File: src/rtl/core/fpt_pkg.sv
// ----------------------------------------------------------------------------
// fpt_pkg
// Shared constants for the Fermat primality tester.
// ----------------------------------------------------------------------------
package fpt_pkg;
   localparam int DEF_WIDTH   = 32;
   localparam int CAND_W      = 32;
   localparam int ROUNDS_W    = 8;
   localparam int LFSR_W      = 31;
   localparam int CSR_DATA_W  = 31;
   localparam int CSR_ADDR_W  = 1;
   localparam int REASON_W    = 2;

   localparam logic [CSR_ADDR_W-1:0] REG_ROUNDS = 1'd0;
   localparam logic [CSR_ADDR_W-1:0] REG_SEED   = 1'd1;

   localparam logic [REASON_W-1:0] RSN_PASS   = 2'd0;
   localparam logic [REASON_W-1:0] RSN_SMALL  = 2'd1;
   localparam logic [REASON_W-1:0] RSN_FACTOR = 2'd2;
   localparam logic [REASON_W-1:0] RSN_FERMAT = 2'd3;

   localparam logic [ROUNDS_W-1:0] ROUNDS_RESET = 8'd3;
   localparam logic [LFSR_W-1:0]   LFSR_RESET   = 31'd1;
endpackage

File: src/rtl/core/fermat_primality_tester.sv
// ----------------------------------------------------------------------------
// fermat_primality_tester
// Fermat probable-prime test over a shared add/compare/subtract unit.
// ----------------------------------------------------------------------------
// Flow: candidates 0..4 go straight to S_DONE, which then raises rsp_valid; otherwise
// each round reduces an LFSR value mod (n-4) to pick the base, runs Euclid (with a
// bit-serial remainder per step) and a modular exponentiation (a double-and-add
// square per exponent bit, plus a double-and-add multiply where the bit is set).
// Throughput: one candidate at a time; the next transfer waits for the result's.
// Reset: synchronous, active high; rounds=3, LFSR=1, block idle.
module fermat_primality_tester
#(
   parameter int WIDTH = fpt_pkg::DEF_WIDTH
)(
   input  logic                             clock,
   input  logic                             reset,
   input  logic                             req_valid,
   output logic                             req_ready,
   input  logic [fpt_pkg::CAND_W-1:0]       req_candidate,
   output logic                             rsp_valid,
   input  logic                             rsp_ready,
   output logic                             rsp_probably_prime,
   output logic [fpt_pkg::REASON_W-1:0]     rsp_verdict_reason,
   input  logic                             csr_write,
   input  logic [fpt_pkg::CSR_ADDR_W-1:0]   csr_index,
   input  logic [fpt_pkg::CSR_DATA_W-1:0]   csr_data
);
   import fpt_pkg::*;

   localparam int DW = (WIDTH > LFSR_W) ? WIDTH : LFSR_W;
   localparam int CW = $clog2(DW + 1);

   localparam logic [3:0] S_IDLE   = 4'd0;
   localparam logic [3:0] S_ROUND  = 4'd1;
   localparam logic [3:0] S_RED    = 4'd2;
   localparam logic [3:0] S_GCDCHK = 4'd3;
   localparam logic [3:0] S_GCDMOD = 4'd4;
   localparam logic [3:0] S_PWSTEP = 4'd5;
   localparam logic [3:0] S_MUL    = 4'd6;
   localparam logic [3:0] S_PWNEXT = 4'd7;
   localparam logic [3:0] S_DONE   = 4'd8;

   logic [3:0]          state_ff, state_in;
   logic [ROUNDS_W-1:0] rounds_ff, rounds_in;
   logic [LFSR_W-1:0]   lfsr_ff, lfsr_in;
   logic [ROUNDS_W-1:0] left_ff, left_in;
   logic [WIDTH-1:0]    n_ff, n_in;
   logic [WIDTH-1:0]    a_ff, a_in;
   logic [WIDTH-1:0]    gx_ff, gx_in, gy_ff, gy_in;
   logic [WIDTH-1:0]    rem_ff, rem_in, div_ff, div_in;
   logic [DW-1:0]       dvd_ff, dvd_in;
   logic [CW-1:0]       cnt_ff, cnt_in;
   logic                gcd_ph_ff, gcd_ph_in;
   logic [WIDTH-1:0]    res_ff, res_in, bas_ff, bas_in, exp_ff, exp_in;
   logic [WIDTH-1:0]    mx_ff, mx_in, my_ff, my_in, acc_ff, acc_in;
   logic                msq_ff, msq_in;
   logic                rv_ff, rv_in, pp_ff, pp_in;
   logic [REASON_W-1:0] rs_ff, rs_in;

   // shared modular adder: (x + y) mod m, x,y < m
   logic [WIDTH-1:0] ax, ay, am, asum;
   logic [WIDTH-1:0] gap;
   always_comb begin
      gap  = am - ay;
      asum = (ax >= gap) ? (ax - gap) : (ax + ay);
   end

   logic [WIDTH-1:0] cand_w;
   logic [WIDTH:0]   shl;
   logic [LFSR_W-1:0] lfsr_nx;
   assign cand_w  = WIDTH'(req_candidate);
   assign lfsr_nx = {lfsr_ff[LFSR_W-2:0], lfsr_ff[30] ^ lfsr_ff[27]};

   assign req_ready          = (state_ff == S_IDLE) && !rv_ff;
   assign rsp_valid          = rv_ff;
   assign rsp_probably_prime = pp_ff;
   assign rsp_verdict_reason = rs_ff;

   always_comb begin
      state_in = state_ff; rounds_in = rounds_ff; lfsr_in = lfsr_ff;
      left_in = left_ff; n_in = n_ff; a_in = a_ff; gx_in = gx_ff; gy_in = gy_ff;
      rem_in = rem_ff; dvd_in = dvd_ff; div_in = div_ff; cnt_in = cnt_ff;
      gcd_ph_in = gcd_ph_ff; res_in = res_ff; bas_in = bas_ff; exp_in = exp_ff;
      mx_in = mx_ff; my_in = my_ff; acc_in = acc_ff; msq_in = msq_ff;
      rv_in = rv_ff; pp_in = pp_ff; rs_in = rs_ff;
      ax = acc_ff; ay = mx_ff; am = n_ff;
      shl = '0;

      if (rv_ff && rsp_ready) begin
         rv_in = 1'b0;
      end
      if (csr_write) begin
         unique case (csr_index)
            REG_ROUNDS: rounds_in = csr_data[ROUNDS_W-1:0];
            REG_SEED:   lfsr_in = (csr_data == '0) ? LFSR_RESET : csr_data;
            default: ;
         endcase
      end

      unique case (state_ff)
         S_IDLE: begin
            if (req_valid && req_ready) begin
               n_in = cand_w; left_in = rounds_ff;
               if (cand_w <= WIDTH'(1) || cand_w == WIDTH'(4)) begin
                  pp_in = 1'b0; rs_in = RSN_SMALL; state_in = S_DONE;
               end else if (cand_w <= WIDTH'(3)) begin
                  pp_in = 1'b1; rs_in = RSN_PASS; state_in = S_DONE;
               end else begin
                  state_in = S_ROUND;
               end
            end
         end
         S_ROUND: begin
            if (left_ff == '0) begin
               pp_in = 1'b1; rs_in = RSN_PASS; state_in = S_DONE;
            end else begin
               lfsr_in = lfsr_nx;
               // reduce r mod (n-4) one bit per cycle
               dvd_in = DW'(lfsr_nx); div_in = n_ff - WIDTH'(4);
               rem_in = '0; cnt_in = CW'(DW);
               gcd_ph_in = 1'b0; state_in = S_RED;
            end
         end
         S_RED, S_GCDMOD: begin
            if (cnt_ff == '0) begin
               if (state_ff == S_RED) begin
                  a_in = rem_ff + WIDTH'(2);
                  gx_in = n_ff; gy_in = rem_ff + WIDTH'(2);
                  state_in = S_GCDCHK;
               end else begin
                  gx_in = gy_ff; gy_in = rem_ff; state_in = S_GCDCHK;
               end
            end else begin
               shl = {rem_ff, dvd_ff[DW-1]};
               if (shl >= {1'b0, div_ff}) shl = shl - {1'b0, div_ff};
               rem_in = shl[WIDTH-1:0];
               dvd_in = {dvd_ff[DW-2:0], 1'b0};
               cnt_in = cnt_ff - CW'(1);
            end
         end
         S_GCDCHK: begin
            if (gy_ff == '0) begin
               if (gx_ff != WIDTH'(1)) begin
                  pp_in = 1'b0; rs_in = RSN_FACTOR; state_in = S_DONE;
               end else begin
                  res_in = WIDTH'(1); bas_in = a_ff; exp_in = n_ff - WIDTH'(1);
                  state_in = S_PWSTEP;
               end
            end else begin
               dvd_in = DW'(gx_ff); div_in = gy_ff; rem_in = '0;
               cnt_in = CW'(DW); state_in = S_GCDMOD;
            end
         end
         S_PWSTEP: begin
            if (exp_ff == '0) begin
               if (res_ff != WIDTH'(1)) begin
                  pp_in = 1'b0; rs_in = RSN_FERMAT; state_in = S_DONE;
               end else begin
                  left_in = left_ff - ROUNDS_W'(1); state_in = S_ROUND;
               end
            end else begin
               msq_in = !exp_ff[0];
               mx_in = exp_ff[0] ? bas_ff : bas_ff;
               my_in = exp_ff[0] ? res_ff : bas_ff;
               acc_in = '0; state_in = S_MUL;
            end
         end
         S_MUL: begin
            // double-and-add: my is the multiplier, mx the doubling term
            if (my_ff == '0) begin
               if (!msq_ff) begin
                  res_in = acc_ff; msq_in = 1'b1;
                  mx_in = bas_ff; my_in = bas_ff; acc_in = '0;
               end else begin
                  bas_in = acc_ff; state_in = S_PWNEXT;
               end
            end else if (my_ff[0] && !gcd_ph_ff) begin
               ax = acc_ff; ay = mx_ff; acc_in = asum; gcd_ph_in = 1'b1;
            end else begin
               ax = mx_ff; ay = mx_ff; mx_in = asum;
               my_in = my_ff >> 1; gcd_ph_in = 1'b0;
            end
         end
         S_PWNEXT: begin
            exp_in = exp_ff >> 1; state_in = S_PWSTEP;
         end
         S_DONE: begin
            if (!rv_ff) begin
               rv_in = 1'b1; state_in = S_IDLE;
            end
         end
         default: state_in = S_IDLE;
      endcase
   end

   always_ff @(posedge clock) begin
      if (reset) begin
         state_ff <= S_IDLE; rounds_ff <= ROUNDS_RESET; lfsr_ff <= LFSR_RESET;
         rv_ff <= 1'b0; gcd_ph_ff <= 1'b0;
      end else begin
         state_ff <= state_in; rounds_ff <= rounds_in; lfsr_ff <= lfsr_in;
         rv_ff <= rv_in; gcd_ph_ff <= gcd_ph_in;
      end
   end

   always_ff @(posedge clock) begin
      left_ff <= left_in; n_ff <= n_in; a_ff <= a_in; gx_ff <= gx_in;
      gy_ff <= gy_in; rem_ff <= rem_in; dvd_ff <= dvd_in; div_ff <= div_in;
      cnt_ff <= cnt_in; res_ff <= res_in; bas_ff <= bas_in; exp_ff <= exp_in;
      mx_ff <= mx_in; my_ff <= my_in; acc_ff <= acc_in; msq_ff <= msq_in;
      pp_ff <= pp_in; rs_ff <= rs_in;
   end
endmodule

File: config.mk
export PLATFORM = sky130hd
export DESIGN_NAME = fermat_primality_tester
export DESIGN_NICKNAME = d
export VERILOG_FILES = /design/src/rtl/core/fpt_pkg.sv /design/src/rtl/core/fermat_primality_tester.sv
export SDC_FILE = /design/constraint.sdc
export NUM_CORES = 1
export LEC_CHECK = 0
export BUFFER_PORTS_ARGS = -buffer_cell sky130_fd_sc_hd__buf_2
export CORE_ASPECT_RATIO = 0.6
export CORE_MARGIN = 5
export CORE_UTILIZATION = 60
export DETAILED_ROUTE_END_ITERATION = 10
export PLACE_DENSITY = 0.77
export SETUP_SLACK_MARGIN = 0.05
export SYNTH_ARGS = -nofsm -noshare
export SYNTH_HDL_FRONTEND = slang
export SYNTH_SLANG_ARGS = --single-unit
File: constraint.sdc
create_clock -name clock -period 20.3 [get_ports clock]
set_input_delay 2.03 -clock clock [delete_from_list [all_inputs] [get_ports clock]]
set_output_delay 2.03 -clock clock [all_outputs]
set_load 0.005 [all_outputs]
**Word-level counts from Yosys, hierarchy flattened**

Index checks and enable logic that the tools add are counted.

- Register bits after elaboration: 479
- Bits of input ports: 69

- $add $sub $neg: 9
- Order comparisons: 4
- Eq/ne operators: 33
- Multiplexer cells: 100
- Bitwise operators: 2
- Reductions and logical operators: 40

Operator list:

| kind | count |
|---|---|
| $mux 32 | 37 |
| $pmux 32 s2 | 7 |
| $pmux 32 s3 | 2 |
| $mux 31 | 5 |
| $logic_not 32->1 | 3 |
| $sub 32x32->32 | 3 |
| $ne 32x1->1 const B | 2 |
| $mux 4 | 12 |
| $ne 2x2->1 const B | 17 |
| $ge 33x32->1 | 1 |
| $add 32x2->32 const B | 1 |
| $add 32x32->32 | 1 |
| $eq 32x3->1 const B | 1 |
| $ge 32x32->1 | 1 |
| $le 32x1->1 const B | 1 |
| $le 32x2->1 const B | 1 |
| $pmux 4 s8 | 1 |
| $sub 32x1->32 const B | 1 |
| $sub 32x3->32 const B | 1 |
| $logic_not 31->1 | 1 |
| $mux 8 | 3 |
| $mux 6 | 3 |
| $pmux 6 s3 | 1 |
| $eq 4x3->1 const B | 4 |
| 31 further kinds | 78 |

**Depth between registers and ports, before layout**

- Depth after elaboration: 10
- Depth in mapped cells: 24

**Worst setup path before layout**

No wires, ideal clock.

- Kind: register to register
- Start point: register state_ff[2]
- End point: register cnt_ff[0], enable pin
- Library setup time: 1.032 ns
- Data arrival time: 7.560 ns
- Required time: 19.268 ns
- Setup slack: 11.709 ns
- Cell stages (with the launch flop): 7
- Path buffers: 2
- Clock period less this slack: 8.591 ns
- Path through: dfxtp_1 > clkbuf_1 > xnor2_1 > or3_1 > clkbuf_1 > nor2_1 > a211oi_1

- Word-level cells in the longest chain between the ends: 4

Ends and longest elaborated chain:

| what | RTL line | source |
|---|---|---|
| from (decl) | fermat_primality_tester.sv:43 | `logic [3:0] state_ff, state_in;` |
| from (signal assigned) | fermat_primality_tester.sv:201 | `state_ff <= state_in; rounds_ff <= rounds_in; lfsr_ff <= lfsr_in;` |
| $eq 4x2->1 / $eq 4x3->1 (equally long branches) | fermat_primality_tester.sv:100 | `unique case (state_ff)` |
| $reduce_or 2->1 | fermat_primality_tester.sv:100 |  |
| $ne 2x2->1 (no line) / $reduce_bool 3->1 (equally long branches) | - |  |
| $reduce_and 4->1 (no line) (*) | - |  |
| to (signal assigned) | fermat_primality_tester.sv:209 | `cnt_ff <= cnt_in; res_ff <= res_in; bas_ff <= bas_in; exp_ff <= exp_in;` |
| to (decl) | fermat_primality_tester.sv:52 | `logic [CW-1:0] cnt_ff, cnt_in;` |

Every way passes the cells marked *; elsewhere a longest branch is shown, timed or not.
A chain may end at the register's enable or synchronous reset.

**Final worst setup path**

- Start point: register my_ff[26]
- End point: register mx_ff[31], data pin

- Word-level cells in the longest chain between the ends: 8

Ends and longest elaborated chain:

| what | RTL line | source |
|---|---|---|
| from (decl) | fermat_primality_tester.sv:55 | `logic [WIDTH-1:0] mx_ff, mx_in, my_ff, my_in, acc_ff, acc_in;` |
| from (signal assigned) | fermat_primality_tester.sv:210 | `mx_ff <= mx_in; my_ff <= my_in; acc_ff <= acc_in; msq_ff <= msq_in;` |
| $logic_not 32->1 (*) | fermat_primality_tester.sv:170 | `if (my_ff == '0) begin` |
| $mux 32 | fermat_primality_tester.sv:170 |  |
| $mux 32 | fermat_primality_tester.sv:100 |  |
| $add 32x32->32, or another cell as far along | fermat_primality_tester.sv:65 | `asum = (ax >= gap) ? (ax - gap) : (ax + ay);` |
| $mux 32 | fermat_primality_tester.sv:65 |  |
| $mux 32 | fermat_primality_tester.sv:177 | `end else if (my_ff[0] && !gcd_ph_ff) begin` |
| $mux 32 (*) | fermat_primality_tester.sv:170 |  |
| $pmux 32 s2 (*) | fermat_primality_tester.sv:100 |  |
| named net mx_in[31] | fermat_primality_tester.sv:55 |  |
| to (signal assigned) | fermat_primality_tester.sv:210 |  |
| to (decl) | fermat_primality_tester.sv:55 |  |

Mark *: on every way through the listed nets, which the timed path passes. The rest lies on a longest branch. The select of a mux whose other input is x is not followed.

==> impl_metrics.tcl <==
set metrics [dict create \
    status "completed" \
    drive_above_1_share 0.0785 \
    crit_type "reg2reg" \
    clockBufferDepth 3 \
    cts_sinks 479 \
    fin_cells 3683 \
    area_growth_pct 8.10 \
    diodes 0 \
    slew_headroom 0.208 \
    grt_usage 0.324 \
    fin_skew_ns 0.0128 \
    hp-class "reg2reg" \
    ys_ff_latch 479 \
    dp_cells 3605 \
    cpMostUsedCell "mux2_2" \
    wirelength_um 89300 \
    firstDrtPassIters 6 \
    synth_ff_type "edfxtp_1" \
    avgSynthCellArea_um2 9.63 \
    cp_cell_sequence "nor4_1 > nand4_1 > nor2_1 > nor2_2 > o21ai_4 > buf_4 > mux2_2 > inv_1 > ha_1 > fa_1 > nor2b_1 > o31a_1 > o21ai_1 > a31o_1 > a21oi_2 > o32a_1 > or3_1 > mux2_2 > nand3_1" \
    clock-root-buffer "clkbuf_16" \
    synth_fp_nets 3224 \
    wl_per_cell_um 24.2 \
    drcViolationCount 0 \
    portBuffers 73 \
    powerDensity_nw_per_um2 124 \
    die_y_um 181 \
    h-tree-depth 2 \
    crit_buf_inv 2 \
    die_w_um 294 \
    start_kind "register" \
    arrival_ns 6.98 \
    synth_cell_types 87 \
    syn-cell-area_um2 29100 \
    synthCells 3019 \
    fillers 3817 \
    drtIter0Drc 3598 \
    crit_slowest_cell "o32a_1" \
    setup_viol 0 \
    ys.warnings.count 0 \
    min_period_ns 6.55 \
    async_flop_share 0 \
    antenna_found_initial 2 \
    insertion_delay_ns 0.57 \
    swShare 0.399 \
    internal-power_mw 2.34 \
    max_stage_delay_ns 0.77 \
    fin_nets 3217 \
    cts_resized 0 \
    grt_pass1_wl_um 135000 \
    cts_tree "done" \
    ys_seq_area_frac 0.479 \
    die_area_um2 53100 \
    rsz0062_at_grt "false" \
    initial_core_util 0.608 \
    ant_nets 0 \
    setup.worst_path.end_class "register" \
    gp_congestion 0.969 \
    period_share 0.323 \
    grt_pass1_vias 22700 \
    tightest_slew_ns 1.18 \
    grt_max_degree 75 \
    p_switching_mw 1.55 \
    gr-total-overflow 0 \
    ios 74 \
    vias 24300 \
    worst-path-max-fanout 64 \
    path_delay_family "simple AND/OR/NAND/NOR gates" \
    cts_buffers 45 \
    hold_violations 0 \
    maxSlewViolCount 0 \
    combPwrFrac 0.387 \
    pwr-share-seq 0.389 \
    tns_ns 0 \
    fp-row-count 62 \
    pwr-share-clk 0.224 \
    cp.required_ns 20.74 \
    hold_buffers 0 \
    synth_edf_count 434 \
    peakVddDrop_uv 92.0 \
    postCtsSetupBuffers 0 \
    dp_hpwl_um 66800 \
    clk_pin_slew_ns 0.06 \
    fmax_mhz 153 \
    maxCapViolations 0 \
    vias_per_cell 6.61 \
    p_leak_nw 12.4 \
    core_region_area_um2 47900 \
]
[sequential cells by signal, summed over array words and instances, names as in the netlist, 4 cells and up]
register   cells
lfsr_ff       31
gy_ff         32
res_ff        32
dvd_ff        32
mx_ff         32
gx_ff         32
my_ff         32
bas_ff        32
exp_ff        32
div_ff        32
state_ff       4
left_ff        8
rounds_ff      8
acc_ff        32
am            32
rem_ff        32
cnt_ff         6
a_ff          32
[Yosys cell counts, types with 8 or more instances]
| master | number | area, um^2 |
|---|---|---|
| or3_1 | 15 | 93.8 |
| and4_1 | 10 | 87.6 |
| nand2b_1 | 18 | 113 |
| and3_1 | 56 | 350 |
| a21oi_1 | 180 | 901 |
| inv_1 | 113 | 424 |
| nor2_1 | 242 | 908 |
| clkbuf_1 | 140 | 526 |
| a22oi_1 | 61 | 458 |
| nand3_1 | 94 | 470 |
| a211o_1 | 9 | 78.8 |
| o21bai_1 | 19 | 143 |
| a211oi_2 | 10 | 125 |
| or2_2 | 8 | 50.1 |
| nand4_1 | 33 | 206 |
| nand2_1 | 491 | 1840 |
| ha_1 | 132 | 1650 |
| o22ai_1 | 8 | 50.1 |
| a311oi_1 | 36 | 315 |
| a211oi_1 | 18 | 135 |
| o21ai_1 | 15 | 75.1 |
| nor2b_1 | 14 | 87.6 |
| o31ai_1 | 12 | 90.1 |
| a31oi_1 | 19 | 119 |
| nor4_1 | 63 | 394 |
| xnor2_1 | 132 | 1160 |
| o21a_1 | 23 | 173 |
| a21o_1 | 105 | 788 |
| dfxtp_1 | 45 | 901 |
| o21ai_0 | 144 | 721 |
| xor2_1 | 86 | 753 |
| and2_1 | 11 | 68.8 |
| buf_1 | 8 | 30.0 |
| nor3_1 | 53 | 265 |
| edfxtp_1 | 434 | 13000 |
| o211ai_1 | 41 | 308 |
[worst register-to-register path, cell delays in order (launching register included)]
cell,delay [ns]
edfxtp_1,0.40
nor4_1,0.70
nand4_1,0.32
nor2_1,0.34
nor2_2,0.10
o21ai_4,0.07
buf_4,0.55
mux2_2,0.49
inv_1,0.06
ha_1,0.20
fa_1,0.23
nor2b_1,0.07
o31a_1,0.31
o21ai_1,0.42
a31o_1,0.38
a21oi_2,0.14
o32a_1,0.77
or3_1,0.51
mux2_2,0.28
nand3_1,0.08
[per-stage QoR]
stage / setup slack (ns) / area [um^2] / utilization / hold WS (ns) / power, mW
floorplan: 11.71 / 29100 / - / 0.437 / 2.53
global placement: 14.16 / 30000 / 0.626 / 0.449 / 2.94
detailed placement: 14.04 / 30000 / 0.626 / 0.454 / 2.97
CTS: 13.97 / 31400 / 0.657 / 0.463 / 3.84
global route: 13.34 / 31400 / 0.657 / 0.476 / 4.08
finish: 13.75 / 31400 / 0.657 / 0.462 / 3.88
[layer usage]
layer	GRT usage	vias up	wire, um
met3	0.118	131	13100
met1	0.506	11700	39100
met5	0	-	16
met4	0.0579	2	1820
li1	-	11000	-
met2	0.437	1475	35200
[final timing paths]
check	start	cells past startpoint	end	slack, ns
min	rounds_ff[3]$_SDFFE_PP0P_	2	rounds_ff[3]$_SDFFE_PP0P_	0.46
max	my_ff[26]$_DFFE_PP_	19	mx_ff[31]$_DFFE_PP_	13.75
max reg2reg	my_ff[26]$_DFFE_PP_	19	mx_ff[31]$_DFFE_PP_	13.75
min reg2reg	rounds_ff[3]$_SDFFE_PP0P_	2	rounds_ff[3]$_SDFFE_PP0P_	0.46
[layout by cell type (no fill, tap or decap), types with 45 or more instances in the layout]
cell type / count
nand2_1: 491
edfxtp_1: 434
nor2_1: 235
a21oi_1: 179
o21ai_0: 143
xnor2_1: 132
ha_1: 132
inv_1: 113
a21o_1: 105
nand3_1: 92
xor2_1: 86
buf_2: 73
nor4_1: 63
a22oi_1: 61
and3_1: 55
nor3_1: 51
clkbuf_16: 47
dfxtp_1: 45
[logic make-up (layout without fill, tap and decap cells)]
family,count (synthesis),in the layout,share of synthesized area
AO/OA/AOI/OAI,765,765,0.177
flip-flops,479,479,0.479
buffers and inverters,275,299,0.0367
adder cells (fa/ha/maj),136,136,0.0595
XOR/XNOR,218,218,0.0656
multiplexers,12,12,0.00434
AND/OR/NAND/NOR,1134,1134,0.178
[power groups by stage]
stage | clock network, mW | registers (mW) | logic [mW]
final | 0.870 | 1.51 | 1.50
after global routing | 0.918 | 1.52 | 1.64
after CTS | 0.870 | 1.50 | 1.46
after detailed placement | 0 | 1.52 | 1.45
after global placement | 0 | 1.52 | 1.42
after floorplan | 0 | 1.43 | 1.10
[layout make-up]
class                   instances  area [um^2]  share of cell area
multi-input cells            2265        14200               0.452
well taps                     640          801              0.0255
clock buffers                  62         1270              0.0405
flip-flops and latches        479        13900               0.443
clock inverters                16          188             0.00597
inverters                     114          428              0.0136
repair buffers                107          621              0.0197
Note: power is estimated with default switching activity, not from simulation.
